`src/alu_add_sub_inc_dec_flags_top_defines.svh`:
```
// Assertion macros shared by the ALU block's modules.
`ifndef ALU_ADD_SUB_INC_DEC_FLAGS_TOP_DEFINES_SVH
`define ALU_ADD_SUB_INC_DEC_FLAGS_TOP_DEFINES_SVH

// Check a condition in the same cycle as its trigger.
`define ASID_ASSERT_NOW(label, ante, cons, msg) \
    label: assert property (@(posedge aclk) disable iff (!aresetn) (ante) |-> (cons)) \
        else $error(msg);

// Check a condition in the cycle after its trigger.
`define ASID_ASSERT_NEXT(label, ante, cons, msg) \
    label: assert property (@(posedge aclk) disable iff (!aresetn) (ante) |=> (cons)) \
        else $error(msg);

`endif

```
`src/alu_asid_pkg.sv`:
```
// Shared types and constants of the ALU block.
package alu_asid_pkg;

    localparam int NUM_REGS        = 7;
    localparam int REG_W           = 3;
    localparam int DATA_W          = 8;
    localparam int CMD_W           = 3;
    localparam int S_TDATA_W       = 16;
    localparam int M_TDATA_W       = 16;
    localparam int QUEUE_DEPTH_DEF = 2;

    localparam logic [REG_W-1:0] REG_A = 3'd0;

    typedef enum logic [CMD_W-1:0] {
        CMD_ADD_REG = 3'd0,
        CMD_ADD_IMM = 3'd1,
        CMD_SUB_REG = 3'd2,
        CMD_SUB_IMM = 3'd3,
        CMD_INC     = 3'd4,
        CMD_DEC     = 3'd5,
        CMD_LOAD    = 3'd6,
        CMD_NONE    = 3'd7
    } cmd_t;

    typedef enum logic [2:0] {
        OP_ADD,
        OP_SUB,
        OP_INC,
        OP_DEC,
        OP_LOAD,
        OP_NOP
    } op_t;

    typedef struct packed {
        op_t               op;
        logic              use_imm;
        logic [REG_W-1:0]  sel;
        logic [DATA_W-1:0] imm;
    } uop_t;

    // Packed highest bit first: carry sits at the top of the result word.
    typedef struct packed {
        logic cy;
        logic p;
        logic ac;
        logic z;
        logic s;
    } flags_t;

    typedef struct packed {
        flags_t            flags;
        logic [REG_W-1:0]  dest;
        logic [DATA_W-1:0] value;
    } result_t;

endpackage

```
`src/alu_asid_front.sv`:
```
// Front end: accept instruction words and decode them into queue entries.
module alu_asid_front (
    input  logic                             s_tvalid,
    output logic                             s_tready,
    input  logic [alu_asid_pkg::CMD_W-1:0]   s_tuser,
    input  logic [alu_asid_pkg::REG_W-1:0]   s_sel,
    input  logic [alu_asid_pkg::DATA_W-1:0]  s_imm,
    input  logic                             q_ready_i,
    output logic                             push_o,
    output alu_asid_pkg::uop_t               push_data_o
);
    import alu_asid_pkg::*;

    cmd_t cmd;
    logic sel_ok;

    assign cmd      = cmd_t'(s_tuser);
    assign sel_ok   = s_sel < REG_W'(NUM_REGS);
    assign s_tready = q_ready_i;
    assign push_o   = s_tvalid & q_ready_i;

    always_comb begin
        push_data_o.op      = OP_NOP;
        push_data_o.use_imm = 1'b0;
        push_data_o.sel     = s_sel;
        push_data_o.imm     = s_imm;
        unique case (cmd)
            CMD_ADD_REG: begin
                push_data_o.op = sel_ok ? OP_ADD : OP_NOP;
            end
            CMD_ADD_IMM: begin
                push_data_o.op      = OP_ADD;
                push_data_o.use_imm = 1'b1;
                push_data_o.sel     = REG_A;
            end
            CMD_SUB_REG: begin
                push_data_o.op = sel_ok ? OP_SUB : OP_NOP;
            end
            CMD_SUB_IMM: begin
                push_data_o.op      = OP_SUB;
                push_data_o.use_imm = 1'b1;
                push_data_o.sel     = REG_A;
            end
            CMD_INC: begin
                push_data_o.op = sel_ok ? OP_INC : OP_NOP;
            end
            CMD_DEC: begin
                push_data_o.op = sel_ok ? OP_DEC : OP_NOP;
            end
            CMD_LOAD: begin
                push_data_o.op = sel_ok ? OP_LOAD : OP_NOP;
            end
            CMD_NONE: begin
                push_data_o.op = OP_NOP;
            end
        endcase
    end

endmodule

```
`src/alu_asid_queue.sv`:
```
// Short FIFO of decoded instructions between front end and execute stage.
`include "alu_add_sub_inc_dec_flags_top_defines.svh"

module alu_asid_queue #(
    parameter int DEPTH = alu_asid_pkg::QUEUE_DEPTH_DEF
) (
    input  logic               aclk,
    input  logic               aresetn,
    input  logic               push_i,
    input  alu_asid_pkg::uop_t push_data_i,
    output logic               in_ready_o,
    input  logic               pop_i,
    output logic               out_valid_o,
    output alu_asid_pkg::uop_t out_data_o
);
    import alu_asid_pkg::*;

    localparam int PTR_W = (DEPTH > 1) ? $clog2(DEPTH) : 1;
    localparam int CNT_W = $clog2(DEPTH + 1);

    uop_t             slot_reg [DEPTH];
    logic [PTR_W-1:0] wr_ptr_reg, wr_ptr_next;
    logic [PTR_W-1:0] rd_ptr_reg, rd_ptr_next;
    logic [CNT_W-1:0] count_reg, count_next;

    assign in_ready_o  = aresetn && (count_reg != CNT_W'(DEPTH));
    assign out_valid_o = count_reg != '0;
    assign out_data_o  = slot_reg[rd_ptr_reg];

    always_comb begin
        wr_ptr_next = wr_ptr_reg;
        rd_ptr_next = rd_ptr_reg;
        if (push_i) begin
            wr_ptr_next = (wr_ptr_reg == PTR_W'(DEPTH - 1)) ? '0 : wr_ptr_reg + 1'b1;
        end
        if (pop_i) begin
            rd_ptr_next = (rd_ptr_reg == PTR_W'(DEPTH - 1)) ? '0 : rd_ptr_reg + 1'b1;
        end
        unique case ({push_i, pop_i})
            2'b10:   count_next = count_reg + 1'b1;
            2'b01:   count_next = count_reg - 1'b1;
            default: count_next = count_reg;
        endcase
    end

    always_ff @(posedge aclk) begin
        if (!aresetn) begin
            wr_ptr_reg <= '0;
            rd_ptr_reg <= '0;
            count_reg  <= '0;
        end else begin
            wr_ptr_reg <= wr_ptr_next;
            rd_ptr_reg <= rd_ptr_next;
            count_reg  <= count_next;
        end
    end

    always_ff @(posedge aclk) begin
        if (push_i) begin
            slot_reg[wr_ptr_reg] <= push_data_i;
        end
    end

    `ASID_ASSERT_NOW(a_q_no_pop_empty, pop_i, count_reg != '0, "queue popped while empty")
    `ASID_ASSERT_NOW(a_q_no_push_full, push_i, count_reg != CNT_W'(DEPTH), "queue pushed while full")
    `ASID_ASSERT_NOW(a_q_count_bound, 1'b1, count_reg <= CNT_W'(DEPTH), "queue count overflow")

endmodule

```
`src/alu_asid_exec.sv`:
```
// Execute stage: register file, flags, ALU and output register.
`include "alu_add_sub_inc_dec_flags_top_defines.svh"

module alu_asid_exec (
    input  logic                  aclk,
    input  logic                  aresetn,
    input  logic                  q_valid_i,
    input  alu_asid_pkg::uop_t    q_data_i,
    output logic                  pop_o,
    output logic                  m_tvalid,
    input  logic                  m_tready,
    output alu_asid_pkg::result_t m_data_o
);
    import alu_asid_pkg::*;

    logic [DATA_W-1:0] rf_reg [NUM_REGS];
    flags_t            flags_reg, flags_next;
    logic              m_valid_reg;
    result_t           out_reg, out_next;

    logic              sel_ok;
    logic              is_step;
    logic              is_sub;
    logic              wr_en;
    logic [DATA_W-1:0] rd_sel;
    logic [DATA_W-1:0] a_val;
    logic [DATA_W-1:0] b_val;
    logic [3:0]        neg_lo;
    logic [3:0]        b_lo;
    logic [4:0]        lo_sum;
    logic [DATA_W:0]   wide;
    flags_t            alu_flags;

    assign pop_o    = q_valid_i && (!m_valid_reg || m_tready);
    assign m_tvalid = m_valid_reg;
    assign m_data_o = out_reg;

    assign sel_ok  = q_data_i.sel < REG_W'(NUM_REGS);
    assign rd_sel  = sel_ok ? rf_reg[q_data_i.sel] : '0;
    assign is_step = (q_data_i.op == OP_INC) || (q_data_i.op == OP_DEC);
    assign is_sub  = (q_data_i.op == OP_SUB) || (q_data_i.op == OP_DEC);

    assign a_val = is_step ? rd_sel : rf_reg[REG_A];
    assign b_val = q_data_i.use_imm ? q_data_i.imm
                 : (is_step ? DATA_W'(1) : rd_sel);

    // Subtract takes the aux carry from adding the low nibble of -b.
    assign neg_lo = 4'(~b_val[3:0] + 4'd1);
    assign b_lo   = is_sub ? neg_lo : b_val[3:0];
    assign lo_sum = {1'b0, a_val[3:0]} + {1'b0, b_lo};
    assign wide   = is_sub ? ({1'b0, a_val} - {1'b0, b_val})
                           : ({1'b0, a_val} + {1'b0, b_val});

    always_comb begin
        alu_flags.s  = wide[DATA_W-1];
        alu_flags.z  = wide[DATA_W-1:0] == '0;
        alu_flags.ac = lo_sum[4];
        alu_flags.p  = ~^wide[DATA_W-1:0];
        alu_flags.cy = is_step ? flags_reg.cy : wide[DATA_W];
    end

    always_comb begin
        wr_en          = 1'b0;
        flags_next     = flags_reg;
        out_next.value = rf_reg[REG_A];
        out_next.dest  = REG_A;
        unique case (q_data_i.op)
            OP_ADD, OP_SUB: begin
                wr_en          = 1'b1;
                flags_next     = alu_flags;
                out_next.value = wide[DATA_W-1:0];
            end
            OP_INC, OP_DEC: begin
                wr_en          = 1'b1;
                flags_next     = alu_flags;
                out_next.value = wide[DATA_W-1:0];
                out_next.dest  = q_data_i.sel;
            end
            OP_LOAD: begin
                wr_en          = 1'b1;
                out_next.value = q_data_i.imm;
                out_next.dest  = q_data_i.sel;
            end
            default: begin
                wr_en = 1'b0;
            end
        endcase
        out_next.flags = flags_next;
    end

    always_ff @(posedge aclk) begin
        if (!aresetn) begin
            for (int i = 0; i < NUM_REGS; i++) begin
                rf_reg[i] <= '0;
            end
            flags_reg   <= '0;
            m_valid_reg <= 1'b0;
        end else begin
            if (pop_o) begin
                if (wr_en) begin
                    rf_reg[out_next.dest] <= out_next.value;
                end
                flags_reg   <= flags_next;
                m_valid_reg <= 1'b1;
            end else if (m_tready) begin
                m_valid_reg <= 1'b0;
            end
        end
    end

    always_ff @(posedge aclk) begin
        if (pop_o) begin
            out_reg <= out_next;
        end
    end

    `ASID_ASSERT_NEXT(a_ex_step_keeps_cy, pop_o && is_step, flags_reg.cy == $past(flags_reg.cy), "carry changed on increment or decrement")
    `ASID_ASSERT_NEXT(a_ex_nop_keeps_a, pop_o && (q_data_i.op == OP_NOP), rf_reg[0] == $past(rf_reg[0]), "no-op changed register A")

endmodule

```
`src/alu_add_sub_inc_dec_flags_top.sv`:
```
// Top level of the 8-bit ALU with seven-register file and five flags.
// Usage:
//   Input channel (s_*): one instruction per word. s_tuser carries the command
//   (add reg, add imm, sub reg, sub imm, increment, decrement, load, no-op);
//   s_tdata carries the register select and the immediate byte.
//   Result channel (m_*): one word per instruction with the value written (for
//   a no-op, reg A), the destination register and the five flags after it.
//   Throughput: one word per cycle, sustained, as long as m_tready is high.
//   Path: an accepted word is written into the decode queue; the execute
//   stage then pops it and loads the output register, which drives
//   m_tvalid.
//   The execute stage reads and writes the register file in the same cycle,
//   so consecutive dependent instructions issue back to back.
//   Stall: while m_tready is low the output register holds its word; the
//   decode queue keeps taking words until it is full, then s_tready drops.
//   Reset: aresetn low clears the register file, the flags, the queue and
//   m_tvalid; s_tready stays low during reset.
module alu_add_sub_inc_dec_flags_top #(
    parameter int QUEUE_DEPTH = alu_asid_pkg::QUEUE_DEPTH_DEF
) (
    input  logic                                 aclk,
    input  logic                                 aresetn,
    input  logic                                 s_tvalid,
    output logic                                 s_tready,
    // [2:0] cmd
    input  logic [alu_asid_pkg::CMD_W-1:0]       s_tuser,
    // [2:0] reg_select, [10:3] immediate, [15:11] zero
    input  logic [alu_asid_pkg::S_TDATA_W-1:0]   s_tdata,
    output logic                                 m_tvalid,
    input  logic                                 m_tready,
    // [7:0] result, [10:8] dest_reg, [11] sign_flag, [12] zero_flag,
    // [13] aux_carry_flag, [14] parity_flag, [15] carry_flag
    output logic [alu_asid_pkg::M_TDATA_W-1:0]   m_tdata
);
    import alu_asid_pkg::*;

    // Front to queue
    logic    q_ready;
    logic    push;
    uop_t    push_data;
    // Queue to execute
    logic    q_valid;
    uop_t    q_data;
    logic    pop;
    result_t m_data;

    // Split the input word into its fields.
    alu_asid_front u_front (
        .s_tvalid    (s_tvalid),
        .s_tready    (s_tready),
        .s_tuser     (s_tuser),
        .s_sel       (s_tdata[REG_W-1:0]),
        .s_imm       (s_tdata[REG_W+DATA_W-1:REG_W]),
        .q_ready_i   (q_ready),
        .push_o      (push),
        .push_data_o (push_data)
    );

    // Decouple decode from execute so either side can stall alone.
    alu_asid_queue #(
        .DEPTH (QUEUE_DEPTH)
    ) u_queue (
        .aclk        (aclk),
        .aresetn     (aresetn),
        .push_i      (push),
        .push_data_i (push_data),
        .in_ready_o  (q_ready),
        .pop_i       (pop),
        .out_valid_o (q_valid),
        .out_data_o  (q_data)
    );

    // Execute and hold the result word until taken.
    alu_asid_exec u_exec (
        .aclk      (aclk),
        .aresetn   (aresetn),
        .q_valid_i (q_valid),
        .q_data_i  (q_data),
        .pop_o     (pop),
        .m_tvalid  (m_tvalid),
        .m_tready  (m_tready),
        .m_data_o  (m_data)
    );

    // result_t packs exactly into the 16-bit output word.
    assign m_tdata = M_TDATA_W'(m_data);

endmodule
```
`config.mk`:
```
export PLATFORM = sky130hd
export DESIGN_NAME = alu_add_sub_inc_dec_flags_top
export DESIGN_NICKNAME = d
export VERILOG_FILES = /design/src/alu_asid_pkg.sv /design/src/alu_asid_front.sv /design/src/alu_asid_queue.sv /design/src/alu_asid_exec.sv /design/src/alu_add_sub_inc_dec_flags_top.sv
export VERILOG_INCLUDE_DIRS = /design/src /design/src/src
export SDC_FILE = /design/constraint.sdc
export NUM_CORES = 1
export LEC_CHECK = 0
export ABC_CLOCK_PERIOD_IN_PS = 6780
export BUFFER_PORTS_ARGS = -buffer_cell sky130_fd_sc_hd__buf_4
export CORE_MARGIN = 10
export CORE_UTILIZATION = 45
export CTS_BUF_LIST = sky130_fd_sc_hd__clkbuf_2
export DETAILED_ROUTE_END_ITERATION = 7
export GPL_TIMING_DRIVEN = 0
export PLACE_DENSITY = 0.74
export SLEW_MARGIN = 40
export SYNTH_ARGS = -nofsm -noshare
export SYNTH_HDL_FRONTEND = slang
export SYNTH_SLANG_ARGS = --single-unit
export TNS_END_PERCENT = 5
```
`constraint.sdc`:
```
create_clock -name aclk -period 6.78 [get_ports aclk]
set_input_delay 1.017 -clock aclk [delete_from_list [all_inputs] [get_ports aclk]]
set_output_delay 1.017 -clock aclk [all_outputs]
set_load 0.02 [all_outputs]
```
# Word-level counts from Yosys, hierarchy flattened
# Memory sizes are Yosys's and may differ from the RTL's. A register that Yosys moved wholly into a read port is not among the register bits.
# Index checks and enable logic that the tools add are counted.
[op_classes]
add_sub_neg = 8
magnitude_cmp = 2
n_eq_ne = 14
muxes = 35
bitwise = 2
reduce_logical = 18
[op_table]
columns = ["operator", "n"]
rows = [
  ["2-to-1 mux 8 bit", 5],
  ["one-hot mux 3 bit (8 select lines)", 1],
  ["2-to-1 mux 3 bit", 6],
  ["2-to-1 mux 1 bit", 17],
  ["one-hot mux 8 bit (2 select lines)", 1],
  ["== test 3 bit, second input constant", 5],
  ["== test 3 x 2 -> 1 bit, second input constant", 4],
  ["adder 8 x 8 -> 9 bit", 1],
  ["2-to-1 mux 9 bit", 1],
  ["subtractor 8 x 8 -> 9 bit", 1],
  ["logical NOT 8 bit", 1],
  ["2-to-1 mux 4 bit", 2],
  ["OR reduction 8 bit", 1],
  ["XNOR reduction 8 bit", 1],
  ["== test 3 x 1 -> 1 bit, second input constant", 2],
  ["logical NOT 3 bit", 2],
  ["< comparator 3 bit, second input constant", 2],
  ["nonzero test 2 bit", 3],
  ["adder 4 x 4 -> 5 bit", 1],
  ["2-to-1 mux 5 bit", 1],
  ["OR reduction 5 bit", 1],
  ["adder 4 x 1 -> 4 bit, second input constant", 1],
  ["inverter 4 bit", 1],
  ["one-hot mux 2 bit (2 select lines)", 1],
  ["other kinds (13)", 17],
]
[totals]
ff_bits = 26
ram_bits = 86
word_cells = 97
memories = 2
[mem_list]
columns = ["name", "words", "width", "rd", "rd_ports_with_merged_regs", "write_ports", "line", "text"]
rows = [
  ["u_exec.rf_reg", 7, 8, 2, 0, 7, "alu_asid_exec.sv:16", "logic [DATA_W-1:0] rf_reg [NUM_REGS];"],
  ["u_queue.slot_reg", 2, 15, 1, 1, 1, "alu_asid_queue.sv:21", "uop_t slot_reg [DEPTH];"],
]

# Depth between registers and ports, before layout
[depth]
ltp_word = 9
depth_mapped = 26

# Hierarchy
# From an unflattened synthesis, not the netlist that was laid out.
[hier_totals]
hier_cells = 568
hier_area_um2 = 6200.9
[by_module_without_submodules]
columns = ["mod", "instances", "cells_each", "area_per_inst_um2", "seq_area_each_um2"]
rows = [
  ["alu_asid_exec", 1, 477, 4743.3, 2202.1],
  ["alu_asid_queue", 1, 70, 1301.2, 1001.0],
  ["alu_asid_front", 1, 21, 156.4, 0.0],
]

# Worst setup path after synthesis
# OpenSTA, ideal clock, no wires.
[synth_timing]
path_type = "register -> register"
from = "register (tool-made name)"
to = "register u_exec.out_reg (netlist bit u_exec.m_data_o[14]) (data pin)"
arrival_time_ns = 4.546
t_required_ns = 6.511
setup_slack_ns = 1.965
stages_incl_launch_ff = 24
n_path_buf = 1
period_less_slack_ns = 4.815
path_cell_list = "dfxtp_1 buf_6 mux2i_2 mux4_2 nand2b_1 a21oi_1 or2_2 inv_1 ha_1 nand2_1 a21boi_0 ha_1 nor2b_1 o21ai_0 a21oi_1 o21a_1 or3_1 nand2_1 ha_1 xnor2_1 xnor2_1 xnor2_1 xnor2_1 o21ai_0"
[synth_lines]
columns = ["element", "line", "text"]
rows = [
  ["end signal: assignment", "alu_asid_exec.sv:113", "out_reg <= out_next;"],
  ["end: declaration", "alu_asid_exec.sv:19", "result_t out_reg, out_next;"],
]

==> flow_summary.ini <==
[global_route]
grt_pass1_wl_mm = 24.7
grt-ovfl-total = 0
grt_start_max_net_pins = 26
first_global_vias = 4534
gr-usage-all-layers = 0.161
grt_antenna_before_repair = 0

[pwr]
p_per_area_nw_per_um2 = 485
worst_ir_drop_vdd_v = 0.000249
finalPower_mw = 3.44
p_leak_nw = 2.72

[placed_design]
dp_hpwl_mm = 11.9
io_buffers = 35
dpl_cell_area_um2 = 6860
gp_congestion = 0.934

[cts]
post_cts_buffers = 0
cts_made_buffers = 17
cts-htree-levels = 4
clk_latency_ns = 0.67
cts_hold_buf = 0
cts_resized = 0
clkTransAtPathRegs_ns = 0.18
cts_sinks = 121
cts_tree = built
cts_buffer_depth = 2
cts_root_buf = clkbuf_2

[layout]
fin_util = 0.511
layout_commonest_cell = edfxtp_1
largest_register_ffs = 64
final_cell_mix = edfxtp_1, nor2_1, nand2_1, buf_4, inv_1
antenna_cells = 0
nets = 662
fin_area_um2 = 7090
drive_gt1_frac = 0.203
area_growth_pct = 11.5

[worst_setup_path]
crit_type = reg -> reg
r2r_cells = 22
crit_top_cell = xnor2_1
worst_setup_path_end_kind = flip-flop
timing.rr.start = u_queue.slot_reg[0][9]$_DFFE_PP_
worstPathRequired_ns = 7.21
worst_ep_arrival_time_ns = 6.19
crit_fanout = 8
rrSetupSlack_ns = 1.02
start_kind = flip-flop
cpPeakStageDelay_ns = 0.61
regToRegEndpoint = u_exec.m_data_o[14]$_DFFE_PP_
slowest_stage = mux4_2
cp_cell_sequence = mux2i_2, mux4_2, nand2b_1, a21oi_1, or2_2, inv_1, ha_1, nand2_1, a21boi_0, ha_1, nor2b_1, o21ai_0, a21oi_1, o21a_1, o21ai_0, nand2_1, ha_1, xnor2_1, xnor2_1, xnor2_1, xnor2_1, o21ai_0

[synth]
synthArstFlopShare = 0
ys_types = 71
yosysTopAreaCellShare = 0.482
ys_dominant_reg_cell = edfxtp_1
synth_edf_count = 102
synthTopCellsByArea = edfxtp_1, dfxtp_1, nor2_1, ha_1, mux2i_1
syn_inst = 567
avgSynthCellArea_um2 = 11.2
synth_seq_cells = 121
netlist_area_um2 = 6360
syn-num-nets = 608
ys_warn_count = 0
ys_seq_area_frac = 0.542
synth_area_leader_cell = edfxtp_1

[die]
start_util = 0.458
dieArea_um2 = 19300
rows = 43
num_io_pins = 41
core_um2 = 13900
die_w_um = 139
dieHeight_um = 139

[sta]
hold_ws_ns = 0.492
fin_crit_ns = 5.76
hold_viol = 0
fin_setup_tns_ns = 0
fin_worst_skew_ns = 0.0412
maxSlewViolCount = 0
rsz0062_at_grt = no
worstMarginPinSlew_ns = 0.790
slew_headroom = 0.474
timing.fmax_mhz = 174
fin_crit_sh = 0.850
setup_viol = 0

[drt]
wl_per_cell_um = 19.4
drt_iter0_drc = 467
vias_per_cell = 5.74
drtPass1Iterations = 8
vias = 4672
ant_nets = 0
drc = 0
wirelength_mm = 15.8

[min_path]
hp-start = u_exec.rf_reg[6][1]$_SDFFE_PN0P_
hp-class = reg -> reg
hold_end = u_exec.rf_reg[6][1]$_SDFFE_PN0P_
whs_path_depth = 2

[run_status]
status = complete, no violations

[job]
cap_violations = 0
-- worst max-delay path by stage --
stage | endpoint | cells past startpoint | startpoint
2_1_floorplan | u_exec.m_data_o[14]$_DFFE_PP_ | 23 | flip-flop
3_3_place_gp | u_exec.rf_reg[5][7]$_DFFE_PP_ | 18 | u_queue.slot_reg[0][9]$_DFFE_PP_
3_5_place_dp | u_exec.m_data_o[14]$_DFFE_PP_ | 22 | u_queue.slot_reg[0][9]$_DFFE_PP_
4_1_cts | u_exec.m_data_o[14]$_DFFE_PP_ | 22 | u_queue.slot_reg[0][9]$_DFFE_PP_
5_1_grt | u_exec.m_data_o[14]$_DFFE_PP_ | 22 | u_queue.slot_reg[0][9]$_DFFE_PP_
6_report | u_exec.m_data_o[14]$_DFFE_PP_ | 22 | u_queue.slot_reg[0][9]$_DFFE_PP_
-- stage by stage --
stage               cells  worst slack [ns]
CTS                   814              1.15
global placement      782              1.24
finish                814              1.02
global route          814             0.700
floorplan             567              1.96
detailed placement    782              1.16
-- cell families (layout without fill, tap and decap cells) --
logic type	after synthesis	after routing	synth area share
flops	121	121	0.542
simple gates	201	201	0.152
xor+xnor	17	17	0.0234
compound gates	107	107	0.116
fa+ha+maj	18	18	0.0366
mux	45	45	0.0889
buf+inv	58	125	0.0409
-- critical path: cells and delay by family (launching register included) --
family,cells,cell delay (ns)
flip-flops,1,0.53
AO/OA/AOI/OAI,7,1.42
XOR/XNOR,4,0.68
AND/OR/NAND/NOR,5,0.75
multiplexers,2,1.21
adder cells (fa/ha/maj),3,0.85
buffers and inverters,1,0.08
-- cell usage after synthesis, types with 5 or more instances --
cell type	number
edfxtp_1	102
nor2_1	70
nand2_1	46
inv_1	32
o21ai_0	26
a21oi_1	21
mux2i_1	21
dfxtp_1	19
ha_1	17
mux2_2	16
xnor2_1	15
nand3_1	14
nor3_1	14
clkbuf_1	12
nand2b_1	11
and2_1	10
nor2b_1	8
buf_2	7
or2_2	7
nand4_1	6
o22ai_1	6
a21boi_0	5
mux4_2	5
o21a_1	5
-- routing by layer --
layer  routed length [um]  vias to the layer above  track usage  share of wire
li1                     -                     2182            -              -
met1                 6160                     2266        0.190           0.39
met2                 7900                      196        0.275           0.50
met3                 1390                       28       0.0425          0.088
met4                  374                        0       0.0588          0.024
met5                    0                        -            0              0
-- power by group --
group	switching (mW)	internal, mW	total, mW	leakage [nW]
logic	1.23	0.764	1.99	1.44
registers	0.0452	0.982	1.03	1.15
clock network	0.282	0.135	0.417	0.131
-- layout make-up --
type	count	area, um2
buffer	25	136
tap	180	225
timing repair buffer	35	263
sequential	121	3440
multi-input combinational	388	2680
fill	1252	6790
clock buffer	18	90.1
inverter	33	124
clock inverter	14	125
Note: power is estimated with default switching activity, not from simulation.
